### src/hdl/fprc_pkg.sv
// Shared types, codes and the CRC-32 byte update for the firmware page receiver.
`default_nettype none

package fprc_pkg;

    // input item modes
    localparam logic [1:0] MODE_START = 2'd0;
    localparam logic [1:0] MODE_DATA  = 2'd1;
    localparam logic [1:0] MODE_END   = 2'd2;

    // result kinds
    localparam logic [1:0] KIND_STORE  = 2'd0;
    localparam logic [1:0] KIND_COMMIT = 2'd1;
    localparam logic [1:0] KIND_ACK    = 2'd2;
    localparam logic [1:0] KIND_NAK    = 2'd3;

    // packet size selector
    localparam logic [1:0] SEL_LARGE   = 2'd0;
    localparam logic [1:0] SEL_SMALL   = 2'd1;
    localparam logic [1:0] SEL_INVALID = 2'd2;

    localparam logic [7:0] PKT_KIND_LARGE = 8'd0;
    localparam logic [7:0] PKT_KIND_SMALL = 8'd1;

    localparam int          BYTE_CNT_W  = 10;
    localparam logic [10:0] LARGE_SIZE  = 11'd1024;
    localparam logic [10:0] SMALL_SIZE  = 11'd128;
    localparam int          LARGE_SHIFT = 10;
    localparam int          SMALL_SHIFT = 7;

    localparam logic [31:0] CRC_INIT = 32'hFFFF_FFFF;
    localparam logic [31:0] CRC_POLY = 32'hEDB8_8320;

    // one decoded item, worth up to three results
    typedef struct packed {
        logic        has_store;
        logic [31:0] store_addr;
        logic [7:0]  data;
        logic        has_commit;
        logic [31:0] commit_addr;
        logic        has_tail;
        logic        tail_nak;
        logic        tail_ok;
    } job_t;

    // reflected CRC-32, one byte
    function automatic logic [31:0] crc_byte(input logic [31:0] crc, input logic [7:0] b);
        logic [31:0] c;
        c = crc ^ {24'd0, b};
        for (int i = 0; i < 8; i++)
        begin
            c = c[0] ? ((c >> 1) ^ CRC_POLY) : (c >> 1);
        end
        return c;
    endfunction

endpackage

`default_nettype wire

### src/hdl/fprc_front.sv
// Front part: accepts items, keeps transfer state and CRC, decodes each item into a job.
`default_nettype none

module fprc_front #(
    parameter int PAGE_BYTES = 2048
) (
    input  wire logic          clk,
    input  wire logic          rst_n,
    input  wire logic          cfg_wr_en,
    input  wire logic [31:0]   cfg_wr_data,
    input  wire logic          in_valid,
    input  wire logic          in_ready,
    input  wire logic [1:0]    mode,
    input  wire logic [7:0]    packet_kind,
    input  wire logic [7:0]    data_byte,
    input  wire logic [31:0]   sender_crc,
    input  wire logic          crc_present,
    output logic               push,
    output fprc_pkg::job_t     job
);

    localparam int FULL_L_RAW = PAGE_BYTES / 1024;
    localparam int FULL_S_RAW = PAGE_BYTES / 128;
    localparam int FULL_L     = (FULL_L_RAW < 1) ? 1 : FULL_L_RAW;
    localparam int FULL_S     = (FULL_S_RAW < 1) ? 1 : FULL_S_RAW;
    localparam int PKT_W      = $clog2(FULL_S + 1);

    logic [31:0]                       base_reg, base_next;
    logic [31:0]                       crc_reg, crc_next;
    logic [1:0]                        sel_reg, sel_next;
    logic [fprc_pkg::BYTE_CNT_W-1:0]   bytes_reg, bytes_next;
    logic [PKT_W-1:0]                  pkts_reg, pkts_next;
    logic [31:0]                       page_reg, page_next;
    logic [31:0]                       held_reg, held_next;

    logic                              accept;
    logic                              is_large;
    logic [31:0]                       offset;
    logic [fprc_pkg::BYTE_CNT_W:0]     bytes_inc;
    logic [PKT_W-1:0]                  pkts_inc;
    logic [PKT_W-1:0]                  full;
    logic                              pkt_done;
    logic                              page_full;
    logic [31:0]                       fin;
    logic                              match;

    assign accept    = in_valid && in_ready;
    assign is_large  = (sel_reg == fprc_pkg::SEL_LARGE);
    assign offset    = is_large ? (32'(pkts_reg) << fprc_pkg::LARGE_SHIFT)
                                : (32'(pkts_reg) << fprc_pkg::SMALL_SHIFT);
    assign bytes_inc = {1'b0, bytes_reg} + 11'd1;
    assign pkts_inc  = pkts_reg + 1'b1;
    assign full      = is_large ? PKT_W'(FULL_L) : PKT_W'(FULL_S);
    assign pkt_done  = is_large ? (bytes_inc >= fprc_pkg::LARGE_SIZE)
                                : (bytes_inc >= fprc_pkg::SMALL_SIZE);
    assign page_full = (pkts_inc >= full);
    assign fin       = crc_reg ^ fprc_pkg::CRC_INIT;
    assign match     = (fin == (crc_present ? sender_crc : held_reg));

    always_comb
    begin
        base_next  = cfg_wr_en ? cfg_wr_data : base_reg;
        crc_next   = crc_reg;
        sel_next   = sel_reg;
        bytes_next = bytes_reg;
        pkts_next  = pkts_reg;
        page_next  = page_reg;
        held_next  = held_reg;
        push       = 1'b0;
        job        = '0;
        if (accept)
        begin
            case (mode)
                fprc_pkg::MODE_START:
                begin
                    if (packet_kind == fprc_pkg::PKT_KIND_LARGE)
                        sel_next = fprc_pkg::SEL_LARGE;
                    else if (packet_kind == fprc_pkg::PKT_KIND_SMALL)
                        sel_next = fprc_pkg::SEL_SMALL;
                    else
                        sel_next = fprc_pkg::SEL_INVALID;
                    crc_next     = fprc_pkg::CRC_INIT;
                    bytes_next   = '0;
                    push         = 1'b1;
                    job.has_tail = 1'b1;
                end
                fprc_pkg::MODE_DATA:
                begin
                    if (sel_reg == fprc_pkg::SEL_LARGE || sel_reg == fprc_pkg::SEL_SMALL)
                    begin
                        push           = 1'b1;
                        job.has_store  = 1'b1;
                        job.store_addr = page_reg + offset + 32'(bytes_reg);
                        job.data       = data_byte;
                        crc_next       = fprc_pkg::crc_byte(crc_reg, data_byte);
                        if (pkt_done)
                        begin
                            bytes_next   = '0;
                            job.has_tail = 1'b1;
                            if (page_full)
                            begin
                                job.has_commit  = 1'b1;
                                job.commit_addr = page_reg;
                                page_next       = page_reg + 32'(PAGE_BYTES);
                                pkts_next       = '0;
                            end
                            else
                            begin
                                pkts_next = pkts_inc;
                            end
                        end
                        else
                        begin
                            bytes_next = bytes_inc[fprc_pkg::BYTE_CNT_W-1:0];
                        end
                    end
                end
                fprc_pkg::MODE_END:
                begin
                    if (crc_present)
                        held_next = sender_crc;
                    push            = 1'b1;
                    job.has_commit  = (pkts_reg != '0) || (bytes_reg != '0);
                    job.commit_addr = page_reg;
                    job.has_tail    = 1'b1;
                    job.tail_nak    = !match;
                    job.tail_ok     = match;
                    pkts_next       = '0;
                    bytes_next      = '0;
                    page_next       = base_reg;
                    if (match)
                        crc_next = fin;
                end
                default:
                begin
                    push = 1'b0;
                end
            endcase
        end
    end

    always_ff @(posedge clk or negedge rst_n)
    begin
        if (!rst_n)
        begin
            base_reg  <= '0;
            crc_reg   <= fprc_pkg::CRC_INIT;
            sel_reg   <= fprc_pkg::SEL_INVALID;
            bytes_reg <= '0;
            pkts_reg  <= '0;
            page_reg  <= '0;
            held_reg  <= '0;
        end
        else
        begin
            base_reg  <= base_next;
            crc_reg   <= crc_next;
            sel_reg   <= sel_next;
            bytes_reg <= bytes_next;
            pkts_reg  <= pkts_next;
            page_reg  <= page_next;
            held_reg  <= held_next;
        end
    end

endmodule

`default_nettype wire

### src/hdl/fprc_queue.sv
// Short job queue between the front and back parts.
`default_nettype none

module fprc_queue #(
    parameter int DEPTH = 4
) (
    input  wire logic           clk,
    input  wire logic           rst_n,
    input  wire logic           push,
    input  wire fprc_pkg::job_t push_job,
    output logic                not_full,
    input  wire logic           pop,
    output logic                head_valid,
    output fprc_pkg::job_t      head_job
);

    localparam int PTR_W = (DEPTH > 1) ? $clog2(DEPTH) : 1;
    localparam int CNT_W = $clog2(DEPTH + 1);

    fprc_pkg::job_t   slots [DEPTH];
    logic [PTR_W-1:0] wr_ptr_reg, wr_ptr_next;
    logic [PTR_W-1:0] rd_ptr_reg, rd_ptr_next;
    logic [CNT_W-1:0] count_reg, count_next;
    logic             do_push;
    logic             do_pop;

    assign not_full   = (count_reg != CNT_W'(DEPTH));
    assign head_valid = (count_reg != '0);
    assign head_job   = slots[rd_ptr_reg];
    assign do_push    = push && not_full;
    assign do_pop     = pop && head_valid;

    always_comb
    begin
        wr_ptr_next = wr_ptr_reg;
        rd_ptr_next = rd_ptr_reg;
        count_next  = count_reg;
        if (do_push)
            wr_ptr_next = (wr_ptr_reg == PTR_W'(DEPTH - 1)) ? '0 : wr_ptr_reg + 1'b1;
        if (do_pop)
            rd_ptr_next = (rd_ptr_reg == PTR_W'(DEPTH - 1)) ? '0 : rd_ptr_reg + 1'b1;
        if (do_push && !do_pop)
            count_next = count_reg + 1'b1;
        else if (do_pop && !do_push)
            count_next = count_reg - 1'b1;
    end

    always_ff @(posedge clk)
    begin
        if (do_push)
            slots[wr_ptr_reg] <= push_job;
    end

    always_ff @(posedge clk or negedge rst_n)
    begin
        if (!rst_n)
        begin
            wr_ptr_reg <= '0;
            rd_ptr_reg <= '0;
            count_reg  <= '0;
        end
        else
        begin
            wr_ptr_reg <= wr_ptr_next;
            rd_ptr_reg <= rd_ptr_next;
            count_reg  <= count_next;
        end
    end

endmodule

`default_nettype wire

### src/hdl/fprc_back.sv
// Back part: expands each queued job into results in the output register, one per cycle unless the output stalls.
`default_nettype none

module fprc_back (
    input  wire logic           clk,
    input  wire logic           rst_n,
    input  wire logic           q_valid,
    input  wire fprc_pkg::job_t q_job,
    output logic                q_pop,
    output logic                out_valid,
    input  wire logic           out_ready,
    output logic [1:0]          out_kind,
    output logic [31:0]         out_addr,
    output logic [7:0]          out_byte,
    output logic                out_ok,
    output logic                out_last
);

    logic        out_valid_reg, out_valid_next;
    logic [1:0]  out_kind_reg;
    logic [31:0] out_addr_reg;
    logic [7:0]  out_byte_reg;
    logic        out_ok_reg;
    logic        out_last_reg;
    logic        store_done_reg, store_done_next;
    logic        commit_done_reg, commit_done_next;

    logic        load;
    logic        pick_store;
    logic        pick_commit;
    logic [1:0]  cur_kind;
    logic [31:0] cur_addr;
    logic [7:0]  cur_byte;
    logic        cur_ok;
    logic        cur_last;

    assign load = q_valid && (!out_valid_reg || out_ready);

    always_comb
    begin
        pick_store  = q_job.has_store && !store_done_reg;
        pick_commit = !pick_store && q_job.has_commit && !commit_done_reg;
        if (pick_store)
        begin
            cur_kind = fprc_pkg::KIND_STORE;
            cur_addr = q_job.store_addr;
            cur_byte = q_job.data;
            cur_ok   = 1'b0;
            cur_last = !(q_job.has_commit || q_job.has_tail);
        end
        else if (pick_commit)
        begin
            cur_kind = fprc_pkg::KIND_COMMIT;
            cur_addr = q_job.commit_addr;
            cur_byte = '0;
            cur_ok   = 1'b0;
            cur_last = !q_job.has_tail;
        end
        else
        begin
            cur_kind = q_job.tail_nak ? fprc_pkg::KIND_NAK : fprc_pkg::KIND_ACK;
            cur_addr = '0;
            cur_byte = '0;
            cur_ok   = q_job.tail_ok;
            cur_last = 1'b1;
        end
    end

    always_comb
    begin
        q_pop            = load && cur_last;
        store_done_next  = store_done_reg;
        commit_done_next = commit_done_reg;
        if (load)
        begin
            if (cur_last)
            begin
                store_done_next  = 1'b0;
                commit_done_next = 1'b0;
            end
            else if (pick_store)
                store_done_next = 1'b1;
            else
                commit_done_next = 1'b1;
        end
        if (load)
            out_valid_next = 1'b1;
        else if (out_ready)
            out_valid_next = 1'b0;
        else
            out_valid_next = out_valid_reg;
    end

    always_ff @(posedge clk or negedge rst_n)
    begin
        if (!rst_n)
        begin
            out_valid_reg   <= 1'b0;
            store_done_reg  <= 1'b0;
            commit_done_reg <= 1'b0;
        end
        else
        begin
            out_valid_reg   <= out_valid_next;
            store_done_reg  <= store_done_next;
            commit_done_reg <= commit_done_next;
        end
    end

    always_ff @(posedge clk)
    begin
        if (load)
        begin
            out_kind_reg <= cur_kind;
            out_addr_reg <= cur_addr;
            out_byte_reg <= cur_byte;
            out_ok_reg   <= cur_ok;
            out_last_reg <= cur_last;
        end
    end

    assign out_valid = out_valid_reg;
    assign out_kind  = out_kind_reg;
    assign out_addr  = out_addr_reg;
    assign out_byte  = out_byte_reg;
    assign out_ok    = out_ok_reg;
    assign out_last  = out_last_reg;

    // a part-done job must still sit at the head
    a_store_done_head: assert property (@(posedge clk) disable iff (!rst_n)
        store_done_reg |-> (q_valid && q_job.has_store))
        else $error("store marked done with no matching head job");

    a_commit_done_head: assert property (@(posedge clk) disable iff (!rst_n)
        commit_done_reg |-> (q_valid && q_job.has_commit))
        else $error("commit marked done with no matching head job");

    a_partial_keeps_head: assert property (@(posedge clk) disable iff (!rst_n)
        (load && !cur_last) |=> (q_valid && out_valid_reg && !out_last_reg))
        else $error("job left the queue before its last result");

    a_ok_only_on_ack: assert property (@(posedge clk) disable iff (!rst_n)
        (out_valid_reg && out_ok_reg) |-> (out_kind_reg == fprc_pkg::KIND_ACK && out_last_reg))
        else $error("image ok flag on a result other than the closing ack");

endmodule

`default_nettype wire

### src/hdl/firmware_page_receiver_crc32.sv
// Top level of the firmware page receiver with CRC-32 check.
//
//  channel     | direction | transaction
//  s_axis      | in        | one item: tuser = mode, tdata = kind, byte, sender CRC, CRC flag
//  m_axis      | out       | one result: tuser = kind, tdata = address, byte, image ok
//  cfg_wr      | in        | download base address, written when idle
//
//  One item is taken per cycle while the job queue has room; the front updates
//  CRC, counters and page address in the accepting cycle.
//  The back emits one result per cycle while the output is not stalled: one result for
//  most items, two for a byte that closes a packet or an end item with a pending page,
//  three for a byte that closes a full page, none for a byte with no valid packet size.
//  Results pass through the job queue and the output register.
//  Either side may stall; the queue of QUEUE_DEPTH jobs decouples them.
//  Reset clears all control state; the page address restarts at zero.
`default_nettype none

module firmware_page_receiver_crc32 #(
    parameter int PAGE_BYTES  = 2048,
    parameter int QUEUE_DEPTH = 4
) (
    input  wire logic        clk,
    input  wire logic        rst_n,
    input  wire logic        cfg_wr_en,
    input  wire logic [31:0] cfg_wr_data,
    input  wire logic        s_axis_tvalid,
    output logic             s_axis_tready,
    input  wire logic [55:0] s_axis_tdata,   // packet_kind[7:0], data_byte[15:8],
                                             // sender_crc[47:16], crc_present[48]
    input  wire logic [1:0]  s_axis_tuser,   // mode[1:0]
    output logic             m_axis_tvalid,
    input  wire logic        m_axis_tready,
    output logic [47:0]      m_axis_tdata,   // flash_address[31:0], byte_value[39:32],
                                             // image_ok[40]
    output logic [1:0]       m_axis_tuser,   // result_kind[1:0]
    output logic             m_axis_tlast
);

    fprc_pkg::job_t front_job;
    fprc_pkg::job_t head_job;
    logic           front_push;
    logic           head_valid;
    logic           head_pop;
    logic [31:0]    out_addr;
    logic [7:0]     out_byte;
    logic           out_ok;

    fprc_front #(
        .PAGE_BYTES (PAGE_BYTES)
    ) u_front (
        .clk         (clk),
        .rst_n       (rst_n),
        .cfg_wr_en   (cfg_wr_en),
        .cfg_wr_data (cfg_wr_data),
        .in_valid    (s_axis_tvalid),
        .in_ready    (s_axis_tready),
        .mode        (s_axis_tuser),
        .packet_kind (s_axis_tdata[7:0]),
        .data_byte   (s_axis_tdata[15:8]),
        .sender_crc  (s_axis_tdata[47:16]),
        .crc_present (s_axis_tdata[48]),
        .push        (front_push),
        .job         (front_job)
    );

    fprc_queue #(
        .DEPTH (QUEUE_DEPTH)
    ) u_queue (
        .clk        (clk),
        .rst_n      (rst_n),
        .push       (front_push),
        .push_job   (front_job),
        .not_full   (s_axis_tready),
        .pop        (head_pop),
        .head_valid (head_valid),
        .head_job   (head_job)
    );

    fprc_back u_back (
        .clk       (clk),
        .rst_n     (rst_n),
        .q_valid   (head_valid),
        .q_job     (head_job),
        .q_pop     (head_pop),
        .out_valid (m_axis_tvalid),
        .out_ready (m_axis_tready),
        .out_kind  (m_axis_tuser),
        .out_addr  (out_addr),
        .out_byte  (out_byte),
        .out_ok    (out_ok),
        .out_last  (m_axis_tlast)
    );

    assign m_axis_tdata = {7'd0, out_ok, out_byte, out_addr};

endmodule

`default_nettype wire

### config.mk
export PLATFORM = sky130hd
export DESIGN_NAME = firmware_page_receiver_crc32
export DESIGN_NICKNAME = d
export VERILOG_FILES = /design/src/hdl/fprc_pkg.sv /design/src/hdl/fprc_front.sv /design/src/hdl/fprc_queue.sv /design/src/hdl/fprc_back.sv /design/src/hdl/firmware_page_receiver_crc32.sv
export SDC_FILE = /design/constraint.sdc
export NUM_CORES = 1
export LEC_CHECK = 0
export ABC_AREA = 1
export BUFFER_PORTS_ARGS = -buffer_cell sky130_fd_sc_hd__buf_2
export CAP_MARGIN = 25
export CORE_ASPECT_RATIO = 2
export CORE_MARGIN = 4
export CORE_UTILIZATION = 43
export CTS_CLUSTER_SIZE = 20
export DETAILED_ROUTE_END_ITERATION = 10
export GPL_TIMING_DRIVEN = 0
export PLACE_DENSITY = 0.67
export SETUP_SLACK_MARGIN = 0.05
export SLEW_MARGIN = 20
export SYNTH_ARGS = -nofsm -noshare
export SYNTH_HDL_FRONTEND = slang
export SYNTH_HIERARCHICAL = 1
export SYNTH_SLANG_ARGS = --single-unit
### constraint.sdc
create_clock -name clk -period 7.13 [get_ports clk]
set_input_delay 0.713 -clock clk [delete_from_list [all_inputs] [get_ports clk]]
set_output_delay 0.713 -clock clk [all_outputs]
set_load 0.05 [all_outputs]
# Word-level counts from Yosys, hierarchy flattened
# Memories as Yosys holds them, arrays and structs flattened.
# Cells that the tools add are included.
[totals]
ff_bits = 199
mem_bits_rw = 308
inputBits = 95
elab_cells = 157
n_memories = 1
[op_classes]
addsub = 9
magnitude_cmp = 3
n_eq_ne = 13
mux = 57
n_bitwise = 10
reduce_logical = 45
[memory_table]
columns = ["memory", "depth", "word_bits", "rd", "rd_clocked_by_memory_dff", "write_ports", "line", "text"]
rows = [
  ["u_queue.slots", 4, 77, 1, 0, 1, "fprc_queue.sv:20", "fprc_pkg::job_t slots [DEPTH];"],
]
[op_table]
columns = ["cell", "count"]
rows = [
  ["two-way mux 32 bit", 16],
  ["NOT 13 -> 14 bit", 8],
  ["case mux 32 bit (3 select lines)", 1],
  ["two-way mux 77 bit", 1],
  ["two-way mux 75 bit", 1],
  ["case mux 33 bit (2 select lines)", 1],
  ["case mux 32 bit (2 select lines)", 1],
  ["two-way mux 41 bit", 1],
  ["two-way mux 34 bit", 1],
  ["two-way mux 33 bit", 1],
  ["adder 32 x 10 -> 32 bit", 1],
  ["adder 32 x 12 -> 32 bit, second input constant", 1],
  ["adder 32 bit", 1],
  ["== test 32 bit", 1],
  ["NOT 32 bit", 1],
  ["XOR 32 x 8 -> 32 bit", 1],
  ["two-way mux 10 bit", 2],
  ["two-way mux 5 bit", 4],
  ["case mux 10 bit (2 select lines)", 1],
  ["two-way mux 1 bit", 15],
  ["two-way mux 15 bit", 1],
  ["adder 10 x 1 -> 11 bit, second input constant", 1],
  ["greater-or-equal comparator 11 bit, second input constant", 1],
  ["greater-or-equal comparator 11 x 8 -> 1 bit, second input constant", 1],
  ["other kinds (29)", 73],
]

# Longest topological paths before layout
[logic_depth]
word_depth = 19
ltp_mapped = 20

# Cells and area by module
# The synthesis kept the hierarchy.
[by_module_without_submodules]
columns = ["module", "instances", "cells_per_inst", "area_per_inst_um2", "seq_area_each_um2"]
rows = [
  ["fprc_queue", 1, 957, 12594.6, 9424.0],
  ["fprc_front", 1, 1790, 11360.9, 3669.8],
  ["fprc_back", 1, 200, 2063.2, 1396.3],
  ["firmware_page_receiver_crc32", 1, 9, 63.8, 0.0],
]

# Least setup slack after synthesis
# Ideal clock, no wire load.
[synth_timing]
path_type = "register to register"
from = "reg u_queue.count_reg[0]"
to = "mem u_queue/slots[0][0] (netlist bit), enable pin"
setup_time_ns = 0.513
t_arrival_ns = 5.116
slack_ns = 1.501
path_stages_with_launch = 9
n_path_buf = 0
cell_sequence = "dfrtp_1 -> inv_1 -> nand3_1 -> nand2_1 -> or2_2 -> o21bai_1 -> inv_1 -> nand2_1 -> nor2_1"
[synth_via]
elab_chain_cells = 6
[synth_rtl]
columns = ["element", "line", "text"]
rows = [
  ["from (decl)", "fprc_queue.sv:23", "logic [CNT_W-1:0] count_reg, count_next;"],
  ["from (signal assigned)", "fprc_queue.sv:66", "count_reg <= count_next;"],
  ["!= test 3 bit", "fprc_queue.sv:27", "assign not_full = (count_reg != CNT_W'(DEPTH));"],
  ["via s_axis_tready", "firmware_page_receiver_crc32.sv:27", "output logic s_axis_tready,"],
  ["logical AND 1 bit", "fprc_front.sv:47", "assign accept = in_valid && in_ready;"],
  ["two-way mux 1 bit", "fprc_front.sv:71", "if (accept)"],
  ["via front_push", "firmware_page_receiver_crc32.sv:41", "logic front_push;"],
  ["logical AND 1 bit", "fprc_queue.sv:30", "assign do_push = push && not_full;"],
  ["two-way mux 1 bit", "fprc_queue.sv:50", "if (do_push)"],
  ["two-way mux 1 bit (implied by the code)", "fprc_queue.sv:51", "slots[wr_ptr_reg] <= push_job;"],
  ["to (decl)", "fprc_queue.sv:20", ""],
]
# The timed path passes the listed nets, and every way through them passes these cells.

==> impl_metrics.py <==
metrics = {
    "clock_tree": {
        "postCtsSetupRepairBufs": 0,
        "cts_resized": 0,
        "htree_levels": 2,
        "clkLatencyLatePin_ns": 0.60,
        "clk_pin_slew_ns": 0.07,
        "cts_buffers": 47,
        "cts_tree": "built",
        "cts_max_path_buffers": 3,
        "ctsHoldBuffers": 0,
        "clock-sinks": 507,
        "root_buffer": "clkbuf_16",
    },
    "power": {
        "total_power_mw": 11.98,
        "leakagePower_nw": 13.46,
        "ir_worst_vdd_v": 0.0002177,
        "powerDensity_nw_per_um2": 401.3,
    },
    "placement": {
        "gp_congestion": 1.003,
        "placed_area_um2": 28200,
        "port-buffer-count": 131,
        "dp.cells": 3884,
        "dpl.hpwl_um": 65410,
    },
    "routing": {
        "vias": 20771,
        "drcViolationCount": 0,
        "routedLengthMet1_um": 26730,
        "dr.max_layer_used": "met4",
        "wl_um": 83360,
        "first_iter_violations": 1201,
        "met3_length_um": 4020,
        "via_per_inst": 5.231,
        "route.met2.wl_um": 43770,
        "dr.pass1.iters": 5,
        "wl_per_cell_um": 20.99,
        "ant_nets": 0,
    },
    "timing": {
        "post-route-period-util_pct": 58.68,
        "worstMarginPinSlew_ns": 1.048,
        "drv_slew": 0,
        "fin_skew_ns": 0.02672,
        "period_minus_slack_ns": 4.184,
        "rsz0062_at_grt": "no",
        "fmax_ghz": 0.2390,
        "hold_viol": 0,
        "maxSlewHeadroom_pct": 29.85,
        "finalSetupViolations": 0,
    },
    "synthesis": {
        "postSynthAreaPerCell_um2": 8.824,
        "synth_cell_type_count": 55,
        "synth_seq_cells": 507,
        "yosysWarnings": 6,
        "async_flop_share_pct": 30.57,
        "yosys-top-cells-area": "edfxtp_1 41%, nand2_1 16%, dfrtp_1 12%",
        "synth_area_leader_cell": "edfxtp_1",
        "syn-instance-count": 2956,
        "synth_top_area_share_pct": 40.53,
        "synth_edf_count": 352,
        "synth_area_um2": 26080,
        "synth_seq_area_share_pct": 55.56,
        "synth_ff_type": "edfxtp_1",
    },
    "grt": {
        "grt_use_total_pct": 25.47,
        "grt-ovfl-total": 0,
        "grt_pass1_vias": 21035,
        "antenna_found_initial": 1,
        "grt_max_degree": 84,
        "grt_pass1_wl_um": 124100,
    },
    "setup_path": {
        "cp-start-kind": "flip-flop",
        "cp-end-kind": "flip-flop",
        "crit_fanout": 9,
        "critical_path_class": "flip-flop to flip-flop",
        "cp.required_ns": 7.53,
        "cp.arrival_ns": 4.58,
    },
    "final_layout": {
        "drive_gt1_share_pct": 12.36,
        "largest_reg_flops": 308,
        "area_growth_pct": 14.45,
        "final_nets": 3305,
        "n_antenna_cell": 0,
        "design_area_um2": 29850,
        "max_flop_register": "u_queue/slots",
        "finalNonFillerCells": 3971,
    },
    "status": {
        "status": "complete, no violations",
    },
    "floorplan": {
        "die_w_um": 182.2,
        "initial_utilization_pct": 43.42,
        "rows": 127,
        "core-area_um2": 60070,
        "die_y_um": 356.3,
        "die-area_um2": 64900,
        "pin_count": 148,
    },
    "job": {
        "max_cap_viol_count": 0,
    },
    "min_path": {
        "hold_path_class": "primary input to async pin",
    },
}
-- cell type report --
| type | instances | area, um^2 |
|---|---|---|
| plain buffers | 136 | 757.0 |
| clock buffers | 56 | 1240 |
| clock inverters | 30 | 402.9 |
| fillers | 5647 | 30210 |
| inverters | 350 | 1321 |
| multi-input cells | 1969 | 9578 |
| flip-flops and latches | 507 | 14490 |
| well taps | 774 | 968.4 |
| repair buffers | 149 | 1094 |
-- power breakdown --
group / switching [mW] / internal (mW)
Sequential: 0.417 / 3.90
Clock: 1.15 / 1.55
Combinational: 3.55 / 1.41
Total: 5.11 / 6.86
-- synth_stat cells (33+ instances only) --
| library cell | instances |
|---|---|
| o211ai_1 | 164 |
| ha_1 | 45 |
| o21ai_0 | 109 |
| buf_2 | 51 |
| nand4_1 | 39 |
| inv_1 | 345 |
| nor2_1 | 153 |
| nand3_1 | 152 |
| edfxtp_1 | 352 |
| nand2_1 | 1088 |
| dfrtp_1 | 122 |
| dfstp_2 | 33 |
| clkbuf_1 | 49 |
| a21oi_1 | 73 |
-- cell usage in the layout, fill, tap and decap left out, types with 27 or more instances in the layout --
cell and n:
nand2_1 1088, edfxtp_1 352, inv_1 345, buf_2 182, o211ai_1 164, nand3_1 152
nor2_1 149, dfrtp_1 122, o21ai_0 108, a21oi_1 72, clkbuf_1 55, clkbuf_16 47
ha_1 45, nand4_1 39, dfstp_2 33, xor2_1 27
-- kinds of logic (layout without fill, tap and decap cells) --
family / count (synthesis) / count (layout) / synth area share, %
buffers and inverters: 486 / 721 / 7.968
other: 1 / 7 / 0.01438
xor gates and xnor gates: 38 / 38 / 1.276
AOI/OAI and AO/OA: 368 / 368 / 8.860
DFF: 507 / 507 / 55.56
adders and majority gates: 50 / 50 / 2.542
and+or+nand+nor: 1493 / 1493 / 23.22
muxes: 13 / 13 / 0.5613
-- critical path, cell delays in order, from the launching register on --
cell,delay (ns)
dfrtp_1,0.38
nor2_1,0.51
inv_1,0.26
nand2_1,0.19
fa_1,0.42
inv_1,0.06
ha_1,0.22
nand2_1,0.14
inv_1,0.14
nand3_1,0.07
o21ai_0,0.60
nand3_1,0.14
nand2_1,0.26
nand2_1,0.15
o21ai_0,0.16
nand2_1,0.06
nor2_1,0.21
-- routing by layer --
layer  global-route usage [%]  vias to the layer above
li1                         -                    10111
met1                    23.68                     9526
met2                    47.47                      765
met3                    3.662                      369
met4                    22.27                        0
met5                        0                        -
-- metrics by stage --
step	setup slack [ns]	TNS (ns)	util [%]	hold slack, ns
2_1_floorplan	1.501	0	-	0.4174
3_3_place_gp	-1.473	-435.14	46.17	0.4533
3_5_place_dp	3.003	0	46.95	0.4592
4_1_cts	3.002	0	49.69	0.1286
5_1_grt	2.598	0	49.70	0.1618
6_report	2.946	0	49.70	0.1142
-- worst paths after layout --
| path | start | endpoint | slack (ns) | cells past startpoint |
|---|---|---|---|---|
| min in group clk | cfg_wr_data[4] | u_front/base_reg[4] | 0.34 | 3 |
| worst max-delay path | u_front/sel_reg[0] | u_queue/slots[2][73] | 2.95 | 16 |
| worst min register to register | u_front/held_reg[5] | u_front/held_reg[5] | 0.47 | 2 |
| worst min-delay path | rst_n | u_front/page_reg[2] | 0.11 | 1 |
| max in group asynchronous | rst_n | u_front/crc_reg[27] | 6.10 | 2 |
| worst max register to register | u_front/sel_reg[0] | u_queue/slots[2][73] | 2.95 | 16 |
Note: power is estimated with default switching activity, not from simulation.
